--- config.mk ---
export PLATFORM = sky130hd
export DESIGN_NAME = circular_deque_engine_unit
export DESIGN_NICKNAME = d
export VERILOG_FILES = /design/src/sv/cde_pkg.sv /design/src/sv/circular_deque_engine_unit.sv
export SDC_FILE = /design/constraint.sdc
export NUM_CORES = 1
export LEC_CHECK = 0
export BUFFER_PORTS_ARGS = -buffer_cell sky130_fd_sc_hd__buf_4
export CORE_ASPECT_RATIO = 0.6
export CORE_MARGIN = 2
export CORE_UTILIZATION = 45
export DETAILED_ROUTE_END_ITERATION = 16
export PLACE_DENSITY = 0.71
export SYNTH_ARGS = -nofsm -noshare
export SYNTH_HDL_FRONTEND = slang
export SYNTH_SLANG_ARGS = --single-unit
--- constraint.sdc ---
create_clock -name clk -period 7.32 [get_ports clk]
set_input_delay 1.464 -clock clk [delete_from_list [all_inputs] [get_ports clk]]
set_output_delay 1.464 -clock clk [all_outputs]
set_load 0.05 [all_outputs]
--- src/sv/cde_pkg.sv ---
// cde_pkg: shared types, constants and index helpers for the circular deque engine.
// No dependencies; imported by circular_deque_engine_unit and cde_checker.
package cde_pkg;

    localparam int DEPTH  = 16;                 // slots in the ring, one always kept free
    localparam int IDX_W  = $clog2(DEPTH);      // slot index width
    localparam int SUM_W  = IDX_W + 5;          // room for index plus a 4-bit position

    localparam int WORD_W  = 64;
    localparam int OP_W    = 3;
    localparam int POS_W   = 4;
    localparam int STAT_W  = 2;
    localparam int COUNT_W = 4;
    localparam int TDATA_W = 72;

    typedef logic [IDX_W-1:0] idx_t;
    typedef logic [OP_W-1:0]  op_t;
    typedef logic [STAT_W-1:0] stat_t;

    localparam op_t OP_PUSH_FRONT = 3'd0;
    localparam op_t OP_PUSH_REAR  = 3'd1;
    localparam op_t OP_POP_FRONT  = 3'd2;
    localparam op_t OP_POP_REAR   = 3'd3;
    localparam op_t OP_PEEK_FRONT = 3'd4;
    localparam op_t OP_PEEK_REAR  = 3'd5;
    localparam op_t OP_READ_POS   = 3'd6;
    localparam op_t OP_CLEAR      = 3'd7;

    localparam stat_t ST_OK     = 2'd0;
    localparam stat_t ST_EMPTY  = 2'd1;
    localparam stat_t ST_FULL   = 2'd2;
    localparam stat_t ST_BADPOS = 2'd3;

    localparam idx_t LAST_IDX = idx_t'(DEPTH - 1);
    localparam logic [IDX_W:0] DEPTH_X = (IDX_W + 1)'(DEPTH);
    // count reported when full, masked to the count field
    localparam logic [COUNT_W-1:0] FULL_COUNT = COUNT_W'(DEPTH - 1);

    function automatic idx_t wrap_inc(input idx_t i);
        return (i == LAST_IDX) ? '0 : idx_t'(i + 1'b1);
    endfunction

    function automatic idx_t wrap_dec(input idx_t i);
        return (i == '0) ? LAST_IDX : idx_t'(i - 1'b1);
    endfunction

    // words held between front and rear
    function automatic idx_t held_count(input idx_t front, input idx_t rear);
        logic [IDX_W:0] diff;
        diff = (rear >= front) ? ({1'b0, rear} - {1'b0, front})
                               : ({1'b0, rear} + DEPTH_X - {1'b0, front});
        return diff[IDX_W-1:0];
    endfunction

endpackage

--- src/sv/circular_deque_engine_unit.sv ---
// An accepted input word goes to the input register, then its result to the result
// register. Throughput: one request per cycle unless the result stalls, set by the
// single pass from the input register through the index logic and one slot read.
// Reset (rst_n low, asynchronous): front and rear indices to slot 0, both
// register stages empty; the slot store itself is not cleared.
// circular_deque_engine_unit: top level, depends on cde_pkg.
module circular_deque_engine_unit
    import cde_pkg::*;
(
    input  logic               clk,
    input  logic               rst_n,
    // request stream
    input  logic               s_axis_tvalid,
    output logic               s_axis_tready,
    input  logic [TDATA_W-1:0] s_axis_tdata,  // operation[2:0], data_word[66:3],
                                              // position[70:67], zero[71]
    // result stream
    output logic               m_axis_tvalid,
    input  logic               m_axis_tready,
    output logic [TDATA_W-1:0] m_axis_tdata   // read_word[63:0], status[65:64],
                                              // item_count[69:66], zero[71:70]
);

    // ---------------- input register ----------------
    logic              in_valid_reg;
    op_t               op_reg;
    logic [WORD_W-1:0] word_reg;
    logic [POS_W-1:0]  pos_reg;

    // ---------------- deque state ----------------
    idx_t              front_reg, front_next;
    idx_t              rear_reg, rear_next;
    logic [WORD_W-1:0] store_reg [DEPTH];

    // ---------------- result register ----------------
    logic               out_valid_reg;
    logic [WORD_W-1:0]  out_word_reg, out_word_next;
    stat_t              out_status_reg, out_status_next;
    logic [COUNT_W-1:0] out_count_reg;

    logic advance;      // input register moves into the result register this cycle
    logic in_take;

    // The input register refills whenever it empties or advances; a stalled result
    // with a request waiting in the input register holds off the next request.
    assign advance       = in_valid_reg && (!out_valid_reg || m_axis_tready);
    assign s_axis_tready = !in_valid_reg || advance;
    assign in_take       = s_axis_tvalid && s_axis_tready;

    always_ff @(posedge clk or negedge rst_n)
    begin
        if (!rst_n)
        begin
            in_valid_reg <= 1'b0;
        end
        else if (s_axis_tready)
        begin
            in_valid_reg <= s_axis_tvalid;
        end
    end

    always_ff @(posedge clk)
    begin
        if (in_take)
        begin
            op_reg   <= s_axis_tdata[2:0];
            word_reg <= s_axis_tdata[66:3];
            pos_reg  <= s_axis_tdata[70:67];
        end
    end

    // ---------------- request decode and index math ----------------
    logic              is_empty, is_full;
    idx_t              front_inc, front_dec, rear_inc, rear_dec;
    idx_t              held_now, held_next;
    logic              pos_ok;
    logic [SUM_W-1:0]  pos_sum, pos_wrap;
    idx_t              pos_idx;
    idx_t              rd_idx;
    logic [WORD_W-1:0] rd_data;
    logic              wr_en;
    idx_t              wr_idx;
    logic [SUM_W-1:0]  count_wide;

    assign is_empty  = (front_reg == rear_reg);
    assign rear_inc  = wrap_inc(rear_reg);
    assign rear_dec  = wrap_dec(rear_reg);
    assign front_inc = wrap_inc(front_reg);
    assign front_dec = wrap_dec(front_reg);
    assign is_full   = (rear_inc == front_reg);
    assign held_now  = held_count(front_reg, rear_reg);

    // position is one-based from the front; valid range 1..held
    assign pos_ok   = (pos_reg != '0) && (SUM_W'(pos_reg) <= SUM_W'(held_now));
    assign pos_sum  = SUM_W'(front_reg) + SUM_W'(pos_reg) - SUM_W'(1);
    // below twice DEPTH whenever the position is valid: one subtract wraps it
    assign pos_wrap = (pos_sum >= SUM_W'(DEPTH)) ? (pos_sum - SUM_W'(DEPTH)) : pos_sum;
    assign pos_idx  = pos_wrap[IDX_W-1:0];

    // one read port; the slot depends on the request
    always_comb
    begin
        unique case (op_reg)
            OP_POP_REAR, OP_PEEK_REAR: rd_idx = rear_dec;
            OP_READ_POS:               rd_idx = pos_idx;
            default:                   rd_idx = front_reg;
        endcase
    end

    assign rd_data = store_reg[rd_idx];

    always_comb
    begin
        front_next      = front_reg;
        rear_next       = rear_reg;
        out_word_next   = '0;
        out_status_next = ST_OK;
        wr_en           = 1'b0;
        wr_idx          = rear_reg;
        unique case (op_reg)
            OP_PUSH_FRONT:
            begin
                if (is_full)
                begin
                    out_status_next = ST_FULL;
                end
                else
                begin
                    front_next = front_dec;
                    wr_en      = 1'b1;
                    wr_idx     = front_dec;
                end
            end
            OP_PUSH_REAR:
            begin
                if (is_full)
                begin
                    out_status_next = ST_FULL;
                end
                else
                begin
                    rear_next = rear_inc;
                    wr_en     = 1'b1;
                    wr_idx    = rear_reg;
                end
            end
            OP_POP_FRONT:
            begin
                if (is_empty)
                begin
                    out_status_next = ST_EMPTY;
                end
                else
                begin
                    out_word_next = rd_data;
                    front_next    = front_inc;
                end
            end
            OP_POP_REAR:
            begin
                if (is_empty)
                begin
                    out_status_next = ST_EMPTY;
                end
                else
                begin
                    out_word_next = rd_data;
                    rear_next     = rear_dec;
                end
            end
            OP_PEEK_FRONT, OP_PEEK_REAR:
            begin
                if (is_empty)
                begin
                    out_status_next = ST_EMPTY;
                end
                else
                begin
                    out_word_next = rd_data;
                end
            end
            OP_READ_POS:
            begin
                if (pos_ok)
                begin
                    out_word_next = rd_data;
                end
                else
                begin
                    out_status_next = ST_BADPOS;
                end
            end
            OP_CLEAR:
            begin
                front_next = '0;
                rear_next  = '0;
            end
            default:
            begin
                front_next = front_reg;
            end
        endcase
    end

    // count after the request, masked to the 4-bit field
    assign held_next  = held_count(front_next, rear_next);
    assign count_wide = SUM_W'(held_next);

    always_ff @(posedge clk or negedge rst_n)
    begin
        if (!rst_n)
        begin
            front_reg <= '0;
            rear_reg  <= '0;
        end
        else if (advance)
        begin
            front_reg <= front_next;
            rear_reg  <= rear_next;
        end
    end

    // slot store: no reset, only written slots are ever read
    always_ff @(posedge clk)
    begin
        if (advance && wr_en)
        begin
            store_reg[wr_idx] <= word_reg;
        end
    end

    // ---------------- result register ----------------
    always_ff @(posedge clk or negedge rst_n)
    begin
        if (!rst_n)
        begin
            out_valid_reg <= 1'b0;
        end
        else if (advance)
        begin
            out_valid_reg <= 1'b1;
        end
        else if (m_axis_tready)
        begin
            out_valid_reg <= 1'b0;
        end
    end

    always_ff @(posedge clk)
    begin
        if (advance)
        begin
            out_word_reg   <= out_word_next;
            out_status_reg <= out_status_next;
            out_count_reg  <= count_wide[COUNT_W-1:0];
        end
    end

    assign m_axis_tvalid = out_valid_reg;
    assign m_axis_tdata  = {2'b00, out_count_reg, out_status_reg, out_word_reg};

endmodule

* Yosys cells after proc, flatten, opt, wreduce, memory -nomap -nowiden
Memory sizes are Yosys's and may differ from the RTL's.
Cells that the tools add are included.
Widths: inputs -> output; s select.
** Storage, ports and cells
- Register bits :: 151
- Memory bits (writable) :: 1024
- Input bits :: 76
- Output and inout bits :: 74
- Logic and storage cells :: 84
- Memories :: 1
** Cells by class
- $add $sub $neg :: 13
- $lt $le $gt $ge :: 4
- Equal/unequal tests :: 11
- Muxes and demuxes :: 29
- Reduce and logical (&&, ||, !) cells :: 16
** Memories
- store_reg :: words 16, width 64, read ports 1, clocked after Yosys merged registers in 0, write ports 1, line circular_deque_engine_unit.sv:33 : logic [WORD_W-1:0] store_reg [DEPTH];
** Operator list (number)
- $mux 64 :: 2
- $pmux 64 s2 :: 1
- $mux 4 :: 13
- $pmux 4 s3 :: 2
- $add 4x1->4 const B :: 4
- $sub 4x4->4 :: 4
- $eq 3x3->1 const B :: 4
- $sub 4x1->4 const B :: 3
- $ge 9x5->1 const B :: 1
- $eq 4x4->1 :: 2
- $eq 4x4->1 const B :: 2
- $ge 4x4->1 :: 2
- $logic_not 4->1 :: 2
- $pmux 4 s2 :: 1
- $mux 1 :: 7
- $eq 3x2->1 const B :: 2
- $pmux 2 s3 :: 1
- $sub 5x1->6 const B :: 1
- $add 4x4->5 :: 1
- $le 4x4->1 :: 1
- $logic_and 1x1->1 :: 4
- $mux 2 :: 2
- $reduce_bool 4->1 :: 1
- $reduce_or 2->1 :: 2
- 6 further kinds :: 8

* Logic depth before layout (Yosys ltp)
- Word-level depth :: 8
- Gate-level depth with buffers :: 17

* Worst setup path after synthesis
No wires, ideal clock.
- Path type :: in2reg
- Start point :: in m_axis_tready
- End point :: mem store_reg[5][0] (enable)
- Setup time :: 0.487 ns
- Arrival time :: 5.924 ns
- Data required time :: 6.833 ns
- Slack :: 0.910 ns
- Cell stages on the path :: 6
- Buffers on the path :: 0
- Cell sequence :: nand2b_1 nand2_1 clkinv_1 and4_1 nand2_1 nor2_1
** Between the ends
- Longest elaborated chain between the ends :: 5
** Ends and longest elaborated chain
- from (decl) :: line circular_deque_engine_unit.sv:19 : input logic m_axis_tready,
- $logic_or 1x1->1 :: line circular_deque_engine_unit.sv:46 : assign advance = in_valid_reg && (!out_valid_reg || m_axis_tready);
- $logic_and 1x1->1 :: line circular_deque_engine_unit.sv:46
- net advance :: line circular_deque_engine_unit.sv:41 : logic advance;
- $logic_and 1x1->1 :: line circular_deque_engine_unit.sv:226 : if (advance && wr_en)
- $mux 1 :: line circular_deque_engine_unit.sv:226
- $mux 1 (not written as such) :: line circular_deque_engine_unit.sv:228 : store_reg[wr_idx] <= word_reg;
- to (decl) :: line circular_deque_engine_unit.sv:33
The timed path passes the listed nets, and every way through them passes these cells.

* Final worst setup path
- Start point :: reg front_reg[1]
- End point :: reg out_word_reg[28] (data pin)
** Between the ends
- Longest elaborated chain between the ends :: 8
- Elaborated cells between the ends (all ways) :: 17
- Those cells by class :: 5 x add/sub; 3 x order compare; 1 x eq/ne; 6 x mux; 1 x reduce/logical; 1 x memory
** Ends and longest elaborated chain
- from (decl) :: line circular_deque_engine_unit.sv:31 : idx_t front_reg, front_next;
- from (signal assigned) :: line circular_deque_engine_unit.sv:218 : front_reg <= front_next;
- $add 4x4->5 :: line circular_deque_engine_unit.sv:95 : assign pos_sum = SUM_W'(front_reg) + SUM_W'(pos_reg) - SUM_W'(1);
- $sub 5x1->6 :: line circular_deque_engine_unit.sv:95
- $ge 9x5->1 or $sub 4x1->4 (tied branches) :: line circular_deque_engine_unit.sv:97 : assign pos_wrap = (pos_sum >= SUM_W'(DEPTH)) ? (pos_sum - SUM_W'(DEPTH)) : pos_sum;
- $mux 4 :: line circular_deque_engine_unit.sv:97
- $pmux 4 s2 :: line circular_deque_engine_unit.sv:103 : unique case (op_reg)
- $mem_v2 16x64
- $mux 64 (on tied branches)
- $pmux 64 s2 (*) :: line circular_deque_engine_unit.sv:120 : unique case (op_reg)
- net out_word_next[28] :: line circular_deque_engine_unit.sv:37 : logic [WORD_W-1:0] out_word_reg, out_word_next;
- to (signal assigned) :: line circular_deque_engine_unit.sv:253 : out_word_reg <= out_word_next;
- to (decl) :: line circular_deque_engine_unit.sv:37
The timed path passes the listed nets; every way through them passes the cells marked *.
A chain may end at the register's enable or synchronous reset.

==> metrics.md <==
| Metric | Value |
|---|---|
| Layout Nets | 2910 |
| CP max FO | 52 |
| Crit path time final | 5300 ps |
| Vias after detailed routing | 24300 |
| Skew final | 60.1 ps |
| Number of global-route vias before repair | 24200 |
| Hold buffers post-CTS | 0 |
| Post-synth top area cell | edfxtp_1 |
| Final weighted congestion in routability-driven placement | 0.853 |
| Row cnt | 91 |
| Crit path launch | front_reg[1]$_DFFE_PN0P_ |
| Worst vdd ir | 0.279 mV |
| Sequential fraction of the synthesis area | 0.755 |
| Leakage Power | 17.8 nW |
| Final WL | 106 mm |
| DR pass1 iterations | 6 |
| Most frequent cells after synthesis | edfxtp_1 (1165), mux2i_1 (450), nand2_1 (216) |
| CTS tree | built |
| Number of synthesized flops with an enable pin | 1165 |
| Commonest register cell after synthesis | edfxtp_1 |
| Yosys top cell area share | 0.750 |
| Yosys Warn Count | 0 |
| Most numerous cell in the Yosys netlist | edfxtp_1 |
| Reg2reg end | out_word_reg[28]$_DFFE_PP_ |
| 1st-iter DRT viols | 2591 |
| PwrDens | 356 nW/um2 |
| R2r setup slk | 2020 ps |
| Die area | 106000 um2 |
| Post-cts sizing count | 0 |
| Worst reg2reg startpoint | front_reg[1]$_DFFE_PN0P_ |
| Endpoint type of the worst setup path | flop |
| Final Non-Filler Cells | 4293 |
| Postcts setup bufs | 0 |
| Hold crit path type | in2async |
| Initial antenna violation count | 2 |
| Layout area overhead | 12.7% |
| Post-Route Setup TNS | 0 ps |
| Worst Tran Pin Value | 1260 ps |
| CP Launch Type | flop |
| Gr usage total | 0.198 |
| # H-tree levels | 3 |
| Outcome | finished, final reports clean |
| Setup crit end | out_word_reg[28]$_DFFE_PP_ |
| Crit-path cells | inv_1 > ha_1 > inv_1 > ha_1 > fa_1 > nand4bb_1 > o221ai_2 > a31o_4 > nor3b_2 > buf_4 > o211ai_1 > nand3_1 |
| Final number of setup-violating endpoints | 0 |
| Final period util | 0.724 |
| Port bufs | 146 |
| Critical path's top delay family | simple AND/OR/NAND/NOR gates |
| Synth area leaders | edfxtp_1 (75%), mux2i_1 (9.7%), mux2_2 (3.1%) |
| Post-synth cell types | 69 |
| Core ar. | 103000 um2 |
| Sink Count | 1175 |
| Total CTS buffers | 105 |
| Remaining DRCs | 0 |
| Overflow after GRT | 0 |
| Wire per inst | 24.8 um |
| Worst path arrival time | 5870 ps |
| Req. time, crit path | 7880 ps |
| RSZ-0062 raised after global routing | no |
| Global-route wire length before repair | 155 mm |
| Slowest CP cell | nor3b_2 |
| Max FFs per register | 1024 |
| Syn avg cell area | 17.5 um2 |
| Routed Antenna Nets | 0 |
| CTS Root Cell | clkbuf_16 |
| Reg clk slew, reported paths | 60 ps |
| Die Ht | 253 um |
| Final hold violation count | 0 |
| Max-cap check violation count | 0 |
| I/O pin count | 150 |
| Worst-Skew Late Latency | 730 ps |
| Mapped Cells | 2672 |
| Die width | 420 um |
| CP Depth | 12 |
| Antenna Diode Count | 0 |
| Placed Area | 49100 um2 |
| Initial core utilization | 0.454 |
| Via-per-instance ratio | 5.65 |
| Fmax | 0.189 GHz |
| Clock tree buffer depth | 3 |
| Crit Path Category | reg2reg |
| Asr flop ratio synth | 0.00851 |
| Slew margin rel. | 0.158 |
| R2R depth | 12 |
| Critical Path Max Stage Delay | 1070 ps |
| Largest net degree at the start of global routing | 206 |
| Dpl cells | 4101 |
| Max-slew violation count | 0 |
| Layout cell share with drive strength beyond 1 | 0.173 |
| WP buf/inv | 3 |
| Final Instance Area | 52600 um2 |
| Yosys reg bits | 1175 |
| HPWL after detailed placement | 54.4 mm |
| Netlist Area Pre-Place | 46600 um2 |
## cell usage in the layout, fill, tap and decap left out, types with 12 or more instances in the layout
| master | Yosys | final |
|---|---|---|
| edfxtp_1 | 1165 | 1165 |
| ha_1 | 18 | 18 |
| nor2_4 | 0 | 16 |
| o21ai_0 | 21 | 21 |
| a21oi_1 | 16 | 16 |
| clkinv_1 | 1 | 31 |
| nand2_1 | 216 | 216 |
| mux2i_1 | 450 | 450 |
| clkbuf_1 | 57 | 12 |
| nor2_1 | 101 | 85 |
| clkinv_2 | 0 | 14 |
| a211o_1 | 63 | 63 |
| bufinv_16 | 0 | 13 |
| nand3_1 | 65 | 65 |
| inv_1 | 21 | 21 |
| clkbuf_16 | 0 | 106 |
| mux2_2 | 130 | 130 |
| a32oi_1 | 63 | 63 |
| o211ai_1 | 65 | 65 |
| buf_4 | 20 | 181 |
## kinds of logic (layout without fill, tap and decap cells)
family	count (synthesis)	after routing	synth area share
flip-flops	1175	1175	0.755
multiplexers	580	580	0.128
AND/OR/NAND/NOR	430	430	0.0395
AO/OA/AOI/OAI	272	272	0.0456
buffers and inverters	178	403	0.0221
adder cells (fa/ha/maj)	22	22	0.00636
XOR/XNOR	14	14	0.00308
other	1	2	0.0000804
## cell type report
type	count	area [um2]
fill	8189	50100
sequential	1175	35200
multi-input combinational	1320	10600
clock buffer	118	2700
tap	1395	1750
timing repair buffer	188	1500
clock inverter	74	768
inverter	23	88.8
## power breakdown
group          leakage [nW]  total [mW]  internal (mW)  switching, mW
Sequential             10.7        8.20           7.89          0.309
Clock                  1.68        5.57           3.12           2.45
Combinational          5.44        4.97           1.79           3.18
Total                  17.8        18.7           12.8           5.93
## routing by layer
layer,track usage,part of all wire,vias to the layer above
met5,0,0.000085,-
met4,0.0459,0.020,2
met3,0.0340,0.069,162
met2,0.321,0.47,939
met1,0.280,0.44,12400
li1,-,-,10700
## worst min path at each step
| stage | slack, ps | endpoint | cells past startpoint | startpoint |
|---|---|---|---|---|
| global placement | 470 | m_axis_tvalid$_DFFE_PN0P_ | 1 | in_valid_reg$_DFFE_PN0N_ |
| floorplan | 460 | m_axis_tvalid$_DFFE_PN0P_ | 1 | in_valid_reg$_DFFE_PN0N_ |
| finish | 560 | front_reg[3]$_DFFE_PN0P_ | 1 | rst_n |
| detailed placement | 520 | m_axis_tvalid$_DFFE_PN0P_ | 1 | in_valid_reg$_DFFE_PN0N_ |
| CTS | 520 | front_reg[3]$_DFFE_PN0P_ | 1 | rst_n |
| global route | 540 | front_reg[3]$_DFFE_PN0P_ | 1 | rst_n |
## per-stage QoR
step           total power [mW]   util  hold WS (ps)  worst slack [ps]
6_report                   18.7  0.512           555              2020
5_1_grt                    19.5  0.512           536              1790
4_1_cts                    18.8  0.512           519              2120
3_5_place_dp               13.3  0.478           521              2180
3_3_place_gp               13.1  0.478           472              2250
2_1_floorplan              12.0      -           457               910
Power figures use the tool's default switching activity.
